**config.mk**
```make
export PLATFORM = sky130hd
export DESIGN_NAME = three_wire_serial_master_unit
export DESIGN_NICKNAME = d
export VERILOG_FILES = /design/src/hw/rtl/tws_pkg.sv /design/src/hw/rtl/tws_cfg_regs.sv /design/src/hw/rtl/tws_seq.sv /design/src/hw/rtl/three_wire_serial_master_unit.sv
export SDC_FILE = /design/constraint.sdc
export NUM_CORES = 1
export LEC_CHECK = 0
export ABC_AREA = 1
export BUFFER_PORTS_ARGS = -buffer_cell sky130_fd_sc_hd__buf_2
export CAP_MARGIN = 10
export CORE_MARGIN = 5
export CORE_UTILIZATION = 25
export CTS_BUF_LIST = sky130_fd_sc_hd__clkbuf_4
export DETAILED_ROUTE_END_ITERATION = 6
export PLACE_DENSITY = 0.53
export SETUP_SLACK_MARGIN = 0.05
export SLEW_MARGIN = 20
export SYNTH_ARGS = -nofsm -noshare
export SYNTH_HDL_FRONTEND = slang
export SYNTH_HIERARCHICAL = 1
export SYNTH_SLANG_ARGS = --single-unit
```
**constraint.sdc**
```tcl
create_clock -name clk -period 5.3 [get_ports clk]
set_input_delay 0.795 -clock clk [delete_from_list [all_inputs] [get_ports clk]]
set_output_delay 0.795 -clock clk [all_outputs]
set_load 0.01 [all_outputs]
```
**src/hw/rtl/tws_pkg.sv**
```systemverilog
// tws_pkg: shared types and constants for the three-wire serial master.
// Beat structs, sequencer phase codes, opcodes and register indexes.
// No dependencies.
package tws_pkg;

    localparam int DATA_BITS   = 8;
    localparam int SHIFT_BITS  = 2 * DATA_BITS;
    localparam int TICK_W      = 8;
    localparam int BIT_CNT_W   = 4;
    localparam int CFG_INDEX_W = 1;
    localparam int CFG_DATA_W  = 8;

    localparam logic [TICK_W-1:0] HALF_PERIOD_RESET  = 8'd4;
    localparam logic [TICK_W-1:0] ENABLE_SETUP_RESET = 8'd4;

    // register indexes on the configuration port
    localparam logic [CFG_INDEX_W-1:0] CFG_HALF_PERIOD  = 1'd0;
    localparam logic [CFG_INDEX_W-1:0] CFG_ENABLE_SETUP = 1'd1;

    typedef enum logic [1:0] {
        OP_TICK  = 2'd0,
        OP_WRITE = 2'd1,
        OP_READ  = 2'd2
    } opcode_t;

    typedef enum logic [3:0] {
        PH_IDLE   = 4'd0,
        PH_SETUP  = 4'd1,
        PH_TXLOW  = 4'd2,
        PH_TXHIGH = 4'd3,
        PH_RXGAP  = 4'd4,
        PH_RXHIGH = 4'd5,
        PH_RXLOW  = 4'd6,
        PH_HOLD   = 4'd7
    } phase_t;

    typedef struct packed {
        logic [1:0]           opcode;
        logic [7:0]           command_byte;
        logic [7:0]           write_byte;
        logic                 io_in;
    } in_beat_t;

    typedef struct packed {
        logic                 chip_enable;
        logic                 serial_clock;
        logic                 io_out;
        logic                 io_drive;
        logic                 busy_res;
        logic                 done_res;
        logic [DATA_BITS-1:0] read_byte;
    } out_beat_t;

    typedef struct packed {
        logic [TICK_W-1:0] half_period_ticks;
        logic [TICK_W-1:0] enable_setup_ticks;
    } cfg_t;

endpackage

```
**src/hw/rtl/tws_cfg_regs.sv**
```systemverilog
// tws_cfg_regs: configuration register file (half period, enable setup).
// Depends on tws_pkg.
module tws_cfg_regs (
    input  logic                              clk,
    input  logic                              rst_n,
    input  logic                              cfg_we,
    input  logic [tws_pkg::CFG_INDEX_W-1:0]   cfg_index,
    input  logic [tws_pkg::CFG_DATA_W-1:0]    cfg_data,
    output tws_pkg::cfg_t                     cfg
);
    import tws_pkg::*;

    logic [TICK_W-1:0] half_period_reg;
    logic [TICK_W-1:0] enable_setup_reg;

    always_ff @(posedge clk or negedge rst_n)
    begin
        if (!rst_n)
        begin
            half_period_reg  <= HALF_PERIOD_RESET;
            enable_setup_reg <= ENABLE_SETUP_RESET;
        end
        else if (cfg_we)
        begin
            case (cfg_index)
                CFG_HALF_PERIOD:  half_period_reg  <= cfg_data[TICK_W-1:0];
                CFG_ENABLE_SETUP: enable_setup_reg <= cfg_data[TICK_W-1:0];
                default:          ;
            endcase
        end
    end

    assign cfg.half_period_ticks  = half_period_reg;
    assign cfg.enable_setup_ticks = enable_setup_reg;

endmodule

```
**src/hw/rtl/tws_seq.sv**
```systemverilog
// tws_seq: pin sequencer state and its one-tick update.
// Computes the result beat for the tick held in the input register.
// Depends on tws_pkg.
module tws_seq (
    input  logic               clk,
    input  logic               rst_n,
    input  logic               step,
    input  tws_pkg::in_beat_t  item,
    input  tws_pkg::cfg_t      cfg,
    output tws_pkg::out_beat_t result
);
    import tws_pkg::*;

    phase_t                  phase_reg,     phase_next;
    logic [BIT_CNT_W-1:0]    bit_count_reg, bit_count_next;
    logic [TICK_W-1:0]       tick_count_reg, tick_count_next;
    logic [SHIFT_BITS-1:0]   out_shift_reg, out_shift_next;
    logic [DATA_BITS-1:0]    in_shift_reg,  in_shift_next;
    logic                    is_read_reg,   is_read_next;
    logic                    done_next;

    logic                    active;
    logic [TICK_W-1:0]       raw_limit;
    logic [TICK_W-1:0]       limit;
    logic [TICK_W:0]         tick_inc;
    logic                    period_end;

    always_ff @(posedge clk or negedge rst_n)
    begin
        if (!rst_n)
        begin
            phase_reg      <= PH_IDLE;
            bit_count_reg  <= '0;
            tick_count_reg <= '0;
            out_shift_reg  <= '0;
            in_shift_reg   <= '0;
            is_read_reg    <= 1'b0;
        end
        else if (step)
        begin
            phase_reg      <= phase_next;
            bit_count_reg  <= bit_count_next;
            tick_count_reg <= tick_count_next;
            out_shift_reg  <= out_shift_next;
            in_shift_reg   <= in_shift_next;
            is_read_reg    <= is_read_next;
        end
    end

    // unused phase codes behave as idle
    assign active = (phase_reg == PH_SETUP)  || (phase_reg == PH_TXLOW)  ||
                    (phase_reg == PH_TXHIGH) || (phase_reg == PH_RXGAP)  ||
                    (phase_reg == PH_RXHIGH) || (phase_reg == PH_RXLOW)  ||
                    (phase_reg == PH_HOLD);

    assign raw_limit  = ((phase_reg == PH_SETUP) || (phase_reg == PH_HOLD)) ?
                        cfg.enable_setup_ticks : cfg.half_period_ticks;
    // a zero count acts as one tick
    assign limit      = (raw_limit == '0) ? TICK_W'(1) : raw_limit;
    assign tick_inc   = {1'b0, tick_count_reg} + (TICK_W+1)'(1);
    assign period_end = (tick_inc >= {1'b0, limit});

    // next state
    always_comb
    begin
        phase_next      = phase_reg;
        bit_count_next  = bit_count_reg;
        tick_count_next = tick_count_reg;
        out_shift_next  = out_shift_reg;
        in_shift_next   = in_shift_reg;
        is_read_next    = is_read_reg;
        done_next       = 1'b0;

        if (!active)
        begin
            phase_next = PH_IDLE;
            if ((item.opcode == OP_WRITE) || (item.opcode == OP_READ))
            begin
                is_read_next    = (item.opcode == OP_READ);
                out_shift_next  = (item.opcode == OP_READ) ?
                                  {{DATA_BITS{1'b0}}, item.command_byte} :
                                  {item.write_byte, item.command_byte};
                bit_count_next  = '0;
                tick_count_next = '0;
                phase_next      = PH_SETUP;
            end
        end
        else if (!period_end)
        begin
            tick_count_next = tick_inc[TICK_W-1:0];
        end
        else
        begin
            tick_count_next = '0;
            case (phase_reg)
                PH_SETUP:  phase_next = PH_TXLOW;
                PH_TXLOW:  phase_next = PH_TXHIGH;
                PH_TXHIGH:
                begin
                    out_shift_next = out_shift_reg >> 1;
                    if (is_read_reg && (bit_count_reg == BIT_CNT_W'(DATA_BITS - 1)))
                    begin
                        bit_count_next = '0;
                        phase_next     = PH_RXGAP;
                    end
                    else if (bit_count_reg >= BIT_CNT_W'(SHIFT_BITS - 1))
                    begin
                        bit_count_next = '0;
                        phase_next     = PH_HOLD;
                    end
                    else
                    begin
                        bit_count_next = bit_count_reg + BIT_CNT_W'(1);
                        phase_next     = PH_TXLOW;
                    end
                end
                PH_RXGAP:  phase_next = PH_RXHIGH;
                PH_RXHIGH: phase_next = PH_RXLOW;
                PH_RXLOW:
                begin
                    in_shift_next = {item.io_in, in_shift_reg[DATA_BITS-1:1]};
                    if (bit_count_reg >= BIT_CNT_W'(DATA_BITS - 1))
                    begin
                        bit_count_next = '0;
                        phase_next     = PH_HOLD;
                    end
                    else
                    begin
                        bit_count_next = bit_count_reg + BIT_CNT_W'(1);
                        phase_next     = PH_RXHIGH;
                    end
                end
                default:
                begin
                    // end of hold: enable drops
                    phase_next = PH_IDLE;
                    done_next  = 1'b1;
                end
            endcase
        end
    end

    // pin levels after this tick
    always_comb
    begin
        logic busy;
        logic drive;
        busy  = (phase_next != PH_IDLE);
        drive = (phase_next == PH_TXLOW) || (phase_next == PH_TXHIGH);
        result.chip_enable  = busy;
        result.serial_clock = (phase_next == PH_TXHIGH) || (phase_next == PH_RXHIGH);
        result.io_out       = drive & out_shift_next[0];
        result.io_drive     = drive;
        result.busy_res     = busy;
        result.done_res     = done_next;
        result.read_byte    = in_shift_next;
    end

endmodule

```
**src/hw/rtl/three_wire_serial_master_unit.sv**
```systemverilog
// three_wire_serial_master_unit: top level of the three-wire (CE/SCLK/IO) master.
// Input register, sequencer step and result register; config register file.
// Depends on tws_pkg, tws_cfg_regs, tws_seq.
//
//   channel  | handshake              | beat / data
//   ---------+------------------------+---------------------------------------
//   input    | in_valid / in_stall    | in_data  (opcode, bytes, io_in)
//   result   | out_valid / out_stall  | out_data (pin levels, busy, done, rx)
//   config   | cfg_we                 | cfg_index, cfg_data (no read-back)
//
// One input beat is one sequencer tick. A beat is held in the input register,
// then in the result register; the sequencer state and the result register
// update together when it moves on, and the rate is one beat per cycle while
// the result side does not stall. The result register frees the input side
// while a result waits: the input stalls only when both registers are full and
// out_stall is high. Reset clears the handshake flags, the sequencer (idle) and
// the tick config (both counts 4); payload registers are not reset.
module three_wire_serial_master_unit (
    input  logic                              clk,
    input  logic                              rst_n,
    input  logic                              in_valid,
    output logic                              in_stall,
    input  tws_pkg::in_beat_t                 in_data,
    output logic                              out_valid,
    input  logic                              out_stall,
    output tws_pkg::out_beat_t                out_data,
    input  logic                              cfg_we,
    input  logic [tws_pkg::CFG_INDEX_W-1:0]   cfg_index,
    input  logic [tws_pkg::CFG_DATA_W-1:0]    cfg_data
);
    import tws_pkg::*;

    logic      in_valid_reg;
    in_beat_t  in_data_reg;
    logic      out_valid_reg;
    out_beat_t out_data_reg;

    logic      step;        // beat moves from input reg to result reg
    logic      in_take;     // input handshake completes
    cfg_t      cfg;
    out_beat_t seq_result;

    assign step     = in_valid_reg && (!out_valid_reg || !out_stall);
    assign in_stall = in_valid_reg && !step;
    assign in_take  = in_valid && !in_stall;

    tws_cfg_regs u_cfg (
        .clk       (clk),
        .rst_n     (rst_n),
        .cfg_we    (cfg_we),
        .cfg_index (cfg_index),
        .cfg_data  (cfg_data),
        .cfg       (cfg)
    );

    tws_seq u_seq (
        .clk    (clk),
        .rst_n  (rst_n),
        .step   (step),
        .item   (in_data_reg),
        .cfg    (cfg),
        .result (seq_result)
    );

    // handshake flags
    always_ff @(posedge clk or negedge rst_n)
    begin
        if (!rst_n)
        begin
            in_valid_reg  <= 1'b0;
            out_valid_reg <= 1'b0;
        end
        else
        begin
            if (in_take)
                in_valid_reg <= 1'b1;
            else if (step)
                in_valid_reg <= 1'b0;

            if (step)
                out_valid_reg <= 1'b1;
            else if (!out_stall)
                out_valid_reg <= 1'b0;
        end
    end

    // payload
    always_ff @(posedge clk)
    begin
        if (in_take)
            in_data_reg <= in_data;
        if (step)
            out_data_reg <= seq_result;
    end

    assign out_valid = out_valid_reg;
    assign out_data  = out_data_reg;

endmodule
```
==> reports/metrics.cfg, run 1 <==
[timing]
setup_viol=0
fmax_mhz=262
period_minus_slack_ns=3.81
maxSlewHeadroom_pct=33.4
worst_slack_ns=1.49
tightest_slew_ns=0.996
drv_slew=0
post-route-period-util_pct=71.9
skew_ns=0.0168
final.setup.tns_ns=0
rsz0062_at_grt=false
hold_viol_final=0

[final_layout]
nets=588
most-common-layout-cells=nand2_1, dfrtp_1, nand3_1
drive_above_1_share_pct=17.1
design_area_um2=5130
layout_commonest_cell=nand2_1
largest_reg_flops=19
syn_to_final_growth_pct=14.1
stdcell_count=780

[critical_path]
max_stage_delay_ns=0.52
cp.required_ns=5.67
r2r-end=u_seq/out_shift_reg[11]
critPathLaunch=u_seq/phase_reg[1]
worstSetupStartpointType=flip-flop
cpMostUsedCell=nand2_1
arrival_ns=4.18
worstPathCellList=inv_1 -> nand2_1 -> o21ai_2 -> mux2i_1 -> nand4_1 -> o21ai_0 -> ha_1 -> inv_1 -> nand2_1 -> nand2_1 -> nand3_1 -> nand2_1 -> nand2_1 -> nand2_2 -> nand2_2 -> inv_2 -> nand2_1 -> nand3b_4 -> inv_4 -> nand2_1 -> nand2_1
cpMaxStageDelayCell=o21ai_2
r2r_slack_ns=1.49
ff2ff_path_depth=21
crit_fanout=22
timing.rr.start=u_seq/phase_reg[1]
critPathKind=reg -> reg
worst_setup_path_end_kind=flip-flop

[global_routing]
overflow=0
grt_pass1_wl_mm=16.2
track_usage_pct=9.68
first_global_vias=3395
antenna_found_initial=1
grt_max_degree=60

[yosys]
synth_edf_count=33
synth-seq-area-share_pct=54.9
synthTopCellsByArea=dfrtp_1, edfxtp_1, nand2_1, nand3_1, inv_1
syn_area_per_cell_um2=9.03
synthesis.nets=542
syn_inst=498
synth.largest_area_cell=dfrtp_1
synth-async-reset-ratio_pct=64.1
synth_top_area_share_pct=31.7
yosys_warnings=6
ys_seq_elements=92
ys_types=38
ys.flop_type=dfrtp_1
syn_area_um2=4500

[floorplan]
fp.dieW_um=144
core_um2=17800
fp.dieH_um=144
num_io_pins=49
start_util_pct=25.2
die-area_um2=20800
rows=49

[drt]
avgRoutedWirePerCell_um=12.1
vias=3359
drc=0
drt-pass1-iter-count=4
drtAntennaViolNets=0
vias_per_cell=4.31
drt_iter0_markers=163
finalWirelength_mm=9.47

[cts]
clk_pin_slew_ns=0.14
cts_tree=built
cts_sinks=92
clk_latency_ns=0.48
ctsHoldBuffers=0
htreeDepth=3
numCtsBuffers=9
cts_setup_buffers=0
root_buffer=clkbuf_4
cts.path.max_buffers=2
cts_resized=0

[power]
p_leak_nw=2.49
p_per_area_nw_per_um2=432
peakVddDrop_mv=0.166
p_total_mw=2.22

[placed_design]
dpl.hpwl_mm=6.81
io_buffer_count=48
place_area_um2=4940
placed_cells=762
routabilityCongestion=0.829
dp_worst_setup_slack_ns=1.48

[outcome]
status=finished, final reports clean

[flow_run]
cap_violations=0

[hold_path]
hp-class=in -> async

[critical path, delay by kind of cell, from the launching register on]
kind | cells | cell delay, ns
fa+ha+maj | 1 | 0.26
compound gates | 2 | 0.70
simple gates | 13 | 1.39
mux | 1 | 0.37
buf+inv | 4 | 0.52
flops | 1 | 0.43
[worst max-delay path by stage]
stage,endpoint,slack (ns),cells after the start
2_1_floorplan,out_data[13],2.22,21
3_3_place_gp,u_seq/out_shift_reg[3],1.73,21
3_5_place_dp,u_seq/out_shift_reg[3],1.48,21
4_1_cts,u_seq/out_shift_reg[11],1.44,21
5_1_grt,u_seq/bit_count_reg[1],1.07,20
6_report,u_seq/out_shift_reg[11],1.49,21
[through the flow]
step                      utilization, %  hold WS [ns]
final                               28.8         0.446
after global routing                28.7         0.416
after CTS                           28.7         0.431
after detailed placement            27.7         0.460
after global placement              27.7         0.457
after floorplan                        -         0.441
[power breakdown]
part | switching (mW) | internal (mW) | total (mW)
Combinational | 0.507 | 0.260 | 0.767
Sequential | 0.0841 | 0.876 | 0.960
Clock | 0.244 | 0.245 | 0.489
Total | 0.835 | 1.38 | 2.22
[synthesized netlist by cell type (2+ instances only)]
cell type,n
a31oi_4,2
buf_6,4
nand4_1,5
o22ai_1,4
dfstp_2,2
dfrtp_1,57
nor2_1,9
nand2_4,2
nand2_2,5
buf_2,2
inv_1,45
inv_2,4
nor3_1,2
xor2_1,4
mux2i_1,8
nand3_2,2
nand3_1,52
edfxtp_1,33
o21ai_2,3
ha_1,11
nand2_1,187
clkbuf_1,2
a21oi_1,7
buf_4,5
o21ai_0,22
o21ai_1,7
[kinds of logic after synthesis]
| group | Yosys count | share of synthesized area, % |
|---|---|---|
| compound gates | 47 | 6.43 |
| flops | 92 | 54.9 |
| simple gates | 269 | 25.9 |
| buf+inv | 66 | 6.90 |
| mux | 9 | 2.03 |
| fa+ha+maj | 11 | 3.06 |
| xor+xnor | 4 | 0.779 |
[layer usage]
metal	routed length (µm)	vias up	track usage [%]
met5	0	-	0
met2	4450	57	15.6
li1	-	1720	-
met3	410	14	3.37
met1	4410	1568	12.0
met4	198	0	3.63
[layout make-up]
| type | count | area [µm²] |
|---|---|---|
| fillers | 1884 | 12700 |
| flip-flops and latches | 92 | 2470 |
| multi-input cells | 340 | 1730 |
| well taps | 229 | 287 |
| repair buffers | 49 | 248 |
| inverters | 52 | 206 |
| clock inverters | 6 | 111 |
| clock buffers | 10 | 75.1 |
| diodes | 2 | 5.00 |
Power figures use the tool's default switching activity.
==> inputs of run 2 (changes only) <==
- PLACE_DENSITY: 0.53 -> 0.54
- clock period: 5.3 -> 3.11 ns (I/O delays scaled with it)
==> reports/metrics.cfg, run 2 (synthesized netlist as in run 1, its figures left out) <==
[outcome]
status=finished, final reports clean

[timing]
final.setup.tns_ns=0  ; unchanged
skew_ns=0.0265  ; +0.00965 ns
post-route-period-util_pct=94.8  ; +23 points
rsz0062_at_grt=true
tightest_slew_ns=0.855  ; -0.141 ns
period_minus_slack_ns=2.95  ; -0.861 ns
drv_slew=0  ; unchanged
maxSlewHeadroom_pct=42.5  ; +9.1 points
worst_slack_ns=0.161  ; -1.33 ns
setup_viol=0  ; unchanged
fmax_mhz=339  ; +29%
hold_viol_final=0  ; unchanged

[placed_design]
dpl.hpwl_mm=6.80  ; about the same
dp_worst_setup_slack_ns=-0.00400  ; -1.49 ns
io_buffer_count=48  ; unchanged
place_area_um2=5050  ; +2.3%
routabilityCongestion=0.810  ; -2.2%
placed_cells=773  ; +1.4%

[power]
power_switching_mw=1.65  ; +97%
p_per_area_nw_per_um2=754  ; +74%
combPwrFrac_pct=44.8  ; +10 points
swShare_pct=38.8  ; +1.2 points
p_int_mw=2.59  ; +88%
p_leak_nw=2.67  ; +7.0%
power_frac_seq_pct=39.0  ; -4.3 points
peakVddDrop_mv=0.228  ; +38%
p_clk_share_pct=16.2  ; -5.9 points

[cts]
cts_tree=built
clk_pin_slew_ns=0.15  ; about the same
cts.path.max_buffers=2  ; unchanged
clk_latency_ns=0.47  ; about the same
root_buffer=clkbuf_4
cts_sinks=92  ; unchanged
htreeDepth=3  ; unchanged
numCtsBuffers=9  ; unchanged

[final_layout]
antenna_cells=0  ; -2
design_area_um2=5630  ; +9.6%
seq_area_um2=2470  ; about the same
final_util_pct=31.5  ; +2.8 points
layout_commonest_cell=nand2_1
most-common-layout-cells=nand2_1, dfrtp_1, buf_2
stdcell_count=806  ; +3.3%
num-fill-cells=1878  ; -0.32%
largest_reg_flops=19  ; unchanged
syn_to_final_growth_pct=25.1
nets=616  ; +4.8%
multi_input_area_um2=1970  ; +14%
drive_above_1_share_pct=28.6  ; +11 points

[critical_path]
cp.required_ns=3.34  ; -2.33 ns
cpMostUsedCell=nand2_1
critPathKind=reg -> reg
worst_setup_path_end_kind=flip-flop
cpMaxStageDelayCell=dfrtp_1
max_stage_delay_ns=0.41  ; -0.11 ns
worstSetupStartpointType=flip-flop
crit_fanout=8  ; -64%
worstPathCellList=inv_2 -> nand2_4 -> inv_4 -> nand2_4 -> o21ai_4 -> buf_12 -> mux2i_4 -> nand4_1 -> o21ai_2 -> ha_1 -> inv_1 -> nand2_1 -> nand2_1 -> nand3_1 -> nand2_1 -> nand2_1 -> nand2_2 -> nand2_4 -> buf_8 -> nand2_2 -> nand3_2 -> nand2_1 -> a21oi_1
arrival_ns=3.18  ; -1.00 ns
ff2ff_path_depth=23  ; +9.5%

[flow_run]
cap_violations=0  ; unchanged

[drt]
drtAntennaViolNets=0  ; unchanged
vias_per_cell=4.33  ; +0.49%
avgRoutedWirePerCell_um=12.3  ; +1.1%
finalWirelength_mm=9.89  ; +4.4%
drt-pass1-iter-count=4  ; unchanged
drt_iter0_markers=202  ; +24%
drc=0  ; unchanged
vias=3488  ; +3.8%

[floorplan]
rows=49  ; unchanged
fp.dieH_um=144  ; unchanged
start_util_pct=25.2  ; unchanged
fp.dieW_um=144  ; unchanged
num_io_pins=49  ; unchanged
core_um2=17800  ; unchanged
die-area_um2=20800  ; unchanged

[hold_path]
hp-class=in -> reg
hold_path_depth=1

[global_routing]
track_usage_pct=9.50  ; -0.19 points
grt_pass1_wl_mm=15.7  ; -3.0%
overflow=0  ; unchanged
antenna_found_initial=0  ; -1
grt_max_degree=32  ; -47%
first_global_vias=3242  ; -4.5%

-- run 2: power by group through the flow --
| stage | combinational, mW | clock, mW | sequential, mW |
|---|---|---|---|
| after floorplan | 1.05 | 0 | 1.64 |
| after global placement | 1.42 | 0 | 1.65 |
| after detailed placement | 1.43 | 0 | 1.65 |
| after CTS | 1.54 | 0.731 | 1.63 |
| after global routing | 2.13 | 0.769 | 1.68 |
| final | 1.90 | 0.688 | 1.65 |
-- run 2: critical path: cells and delay by family, from the launching register on --
| kind | cells | cell delay [ns] |
|---|---|---|
| compound gates | 3 | 0.27 |
| fa+ha+maj | 1 | 0.24 |
| buf+inv | 5 | 0.58 |
| flops | 1 | 0.41 |
| mux | 1 | 0.25 |
| simple gates | 13 | 0.94 |
-- run 2: layout make-up --
class | instances | share of cell area [%]
flip-flops and latches | 92 | 43.9
multi-input cells | 340 | 35.0
repair buffers | 76 | 9.45
well taps | 229 | 5.09
inverters | 52 | 3.85
clock buffers | 11 | 1.47
clock inverters | 5 | 1.09
repair inverters | 1 | 0.111
-- run 2: layer usage --
layer	wire length [µm]	share of wire (%)	global-route usage (%)	vias to the layer above
li1	-	-	-	1782
met1	4720	48	12.8	1633
met2	4590	46	14.9	59
met3	416	4.2	2.51	14
met4	167	1.7	3.09	0
met5	0	0	0	-
-- run 2: final timing paths --
kind / from / slack, ns / endpoint
min reg2reg: u_cfg/half_period_reg[2] / 0.49 / u_cfg/half_period_reg[2]
max in group asynchronous: rst_n / 1.91 / in_valid_reg
min: in_data[14] / 0.16 / in_data_reg[14]
max: u_seq/phase_reg[3] / 0.16 / out_data[12]
max reg2reg: u_seq/phase_reg[3] / 0.16 / out_data[12]
min in group asynchronous: rst_n / 0.56 / u_cfg/half_period_reg[1]
-- run 2: timing repair --
action                                  CTS  global route
cloned                                    0             2
pin swaps                                 2             9
endpoints found under the hold margin    20             0
hold buffers                              1             0
resized for setup                         8            71
setup buffers                             4            10
endpoints found under the setup margin   48            51
-- run 2: through the flow --
step                      hold slack, ns  power [mW]
after floorplan                    0.171        2.69
after global placement             0.456        3.07
after detailed placement           0.457        3.08
after CTS                          0.108        3.91
after global routing               0.107        4.57
final                              0.155        4.24
==> inputs of run 3 (changes only) <==
- CORE_ASPECT_RATIO: unset -> 0.8
==> reports/metrics.cfg, run 3 (synthesized netlist as in run 1, its figures left out) <==
[outcome]
status=finished, final reports clean

[global_routing]
grt_max_degree=46  ; +44%
first_global_vias=3528  ; +8.8%
overflow=0  ; unchanged
track_usage_pct=9.74  ; +0.25 points
antenna_found_initial=0  ; unchanged
grt_pass1_wl_mm=16.8  ; +6.8%

[critical_path]
arrival_ns=3.21  ; +0.03 ns
setup.worst_path.end=out_data[12]
r2r-end=out_data[12]
ff2ff_path_depth=21  ; -8.7%
timing.rr.start=u_seq/phase_reg[2]
worstSetupStartpointType=flip-flop
crit_fanout=8  ; unchanged
cp.required_ns=3.33  ; about the same
critPathLaunch=u_seq/phase_reg[2]
critPathKind=reg -> reg
r2r_slack_ns=0.11  ; -0.05 ns
worst_setup_path_end_kind=flip-flop

[timing]
setup_viol=0  ; unchanged
tightest_slew_ns=0.804  ; -0.0516 ns
maxSlewHeadroom_pct=46.0  ; +3.5 points
rsz0062_at_grt=true
drv_slew=0  ; unchanged
fmax_mhz=334  ; -1.6%
period_minus_slack_ns=3.00  ; +0.0482 ns
skew_ns=0.0289  ; +0.00240 ns
worst_slack_ns=0.113  ; -0.0482 ns
post-route-period-util_pct=96.4  ; +1.5 points
final.setup.tns_ns=0  ; unchanged
hold_viol_final=0  ; unchanged

[floorplan]
start_util_pct=25.7  ; +0.51 points
fp.dieW_um=160  ; +11%
die-area_um2=20800  ; about the same
rows=43  ; -12%
core_um2=17500  ; -2.0%
num_io_pins=49  ; unchanged
fp.dieH_um=130  ; -9.8%

[drt]
finalWirelength_mm=9.89  ; about the same
drc=0  ; unchanged
avgRoutedWirePerCell_um=12.1  ; -1.2%
vias_per_cell=4.37  ; +1.1%
drt_iter0_markers=247  ; +22%
vias=3569  ; +2.3%
drtAntennaViolNets=0  ; unchanged
drt-pass1-iter-count=5  ; +1

[power]
peakVddDrop_mv=0.252  ; +11%
p_total_mw=4.42  ; +4.3%
p_leak_nw=2.74  ; +2.7%
p_per_area_nw_per_um2=773  ; +2.6%

[cts]
numCtsBuffers=9  ; unchanged
cts_sinks=92  ; unchanged
root_buffer=clkbuf_4
cts.path.max_buffers=2  ; unchanged
clk_pin_slew_ns=0.17  ; +0.02 ns
clk_latency_ns=0.47  ; about the same
cts_tree=built
htreeDepth=3  ; unchanged

[final_layout]
syn_to_final_growth_pct=27.1
drive_above_1_share_pct=29.3  ; +0.73 points
num-fill-cells=1793  ; -4.5%
seq_area_um2=2470  ; about the same
largest_reg_flops=19  ; unchanged
multi_input_area_um2=2020  ; +2.5%
layout_commonest_cell=nand2_1
nets=629  ; +2.1%
most-common-layout-cells=nand2_1, dfrtp_1, buf_2

[flow_run]
cap_violations=0  ; unchanged

[placed_design]
dpl.hpwl_mm=6.99  ; +2.7%
dp_worst_setup_slack_ns=-0.0123  ; -0.00833 ns
routabilityCongestion=0.809  ; -0.11%
io_buffer_count=48  ; unchanged

[hold_path]
hp-class=in -> reg

run 3: cell types whose count changed in the layout (fill, tap and decap cells not counted), moves of 3 or more:
cell,previous run,this run
buf_4,20,35
o21ai_1,9,15
inv_6,0,5
o21ai_0,15,11
buf_12,4,1
buf_6,1,4
nand3_2,9,6
run 3: layout make-up:
| class | instances | area share (%) |
|---|---|---|
| timing repair buffer | 88 | 10.0 |
| tap | 225 | 4.92 |
| clock inverter | 7 | 1.36 |
| sequential | 92 | 43.2 |
| multi-input combinational | 341 | 35.3 |
| antenna | 1 | 0.0438 |
| timing repair inverter | 1 | 0.153 |
| inverter | 52 | 3.83 |
| clock buffer | 9 | 1.18 |
run 3: how the worst min path moves through the flow:
stage                                        start                       end  slack, ns  depth (start not counted)
final                                  in_data[16]           in_data_reg[16]       0.16                          1
after detailed placement  u_cfg/half_period_reg[2]  u_cfg/half_period_reg[2]       0.46                          2
after global routing                   in_data[13]           in_data_reg[13]       0.11                          1
after CTS                              in_data[14]           in_data_reg[14]       0.13                          1
after global placement    u_cfg/half_period_reg[2]  u_cfg/half_period_reg[2]       0.46                          2
after floorplan                              rst_n              in_valid_reg       0.17                          0
run 3: repair_timing:
| item | CTS | global route |
|---|---|---|
| pin swaps | 1 | 15 |
| gates resized for setup | 9 | 73 |
| hold endpoints to repair | 0 | 15 |
| endpoints found under the setup margin | 43 | 51 |
| hold buffers | 0 | 1 |
| gates cloned | 0 | 2 |
| setup buffers | 0 | 19 |
run 3: stage by stage:
step | hold WS, ns | utilization, % | area, µm² | instances
after detailed placement | 0.457 | 29.2 | 5100 | 777
after floorplan | 0.171 | - | 4510 | 498
after global routing | 0.109 | 32.7 | 5720 | 815
final | 0.157 | 32.7 | 5720 | 816
after global placement | 0.456 | 29.2 | 5100 | 777
after CTS | 0.128 | 30.2 | 5270 | 793
run 3: where the power goes:
part,leakage (nW),switching (mW),internal (mW)
Sequential,1.09,0.156,1.49
Combinational,1.56,1.18,0.893
Clock,0.0812,0.444,0.258
Total,2.74,1.78,2.64
run 3: critical path, stage by stage, from the launching register on:
cell     delay (ns)
dfrtp_1        0.46
inv_2          0.10
nand2_4        0.07
o21ai_4        0.19
buf_12         0.19
mux2i_4        0.25
nand4_1        0.11
o21ai_1        0.17
ha_1           0.24
inv_1          0.05
nand2_1        0.04
nand2_1        0.05
nand3_1        0.06
nand2_1        0.08
nand2_2        0.06
nand2_4        0.11
nand2_8        0.11
buf_6          0.16
nand2_4        0.05
nand3_4        0.07
nand2_2        0.10
a21oi_2        0.05
run 3: layer usage:
| layer | global-route usage (%) | wire [µm] | vias to the layer above |
|---|---|---|---|
| met2 | 14.9 | 4380 | 89 |
| met5 | 0 | 0 | - |
| met4 | 2.93 | 115 | 0 |
| met1 | 13.5 | 4830 | 1661 |
| li1 | - | - | 1806 |
| met3 | 2.81 | 559 | 13 |
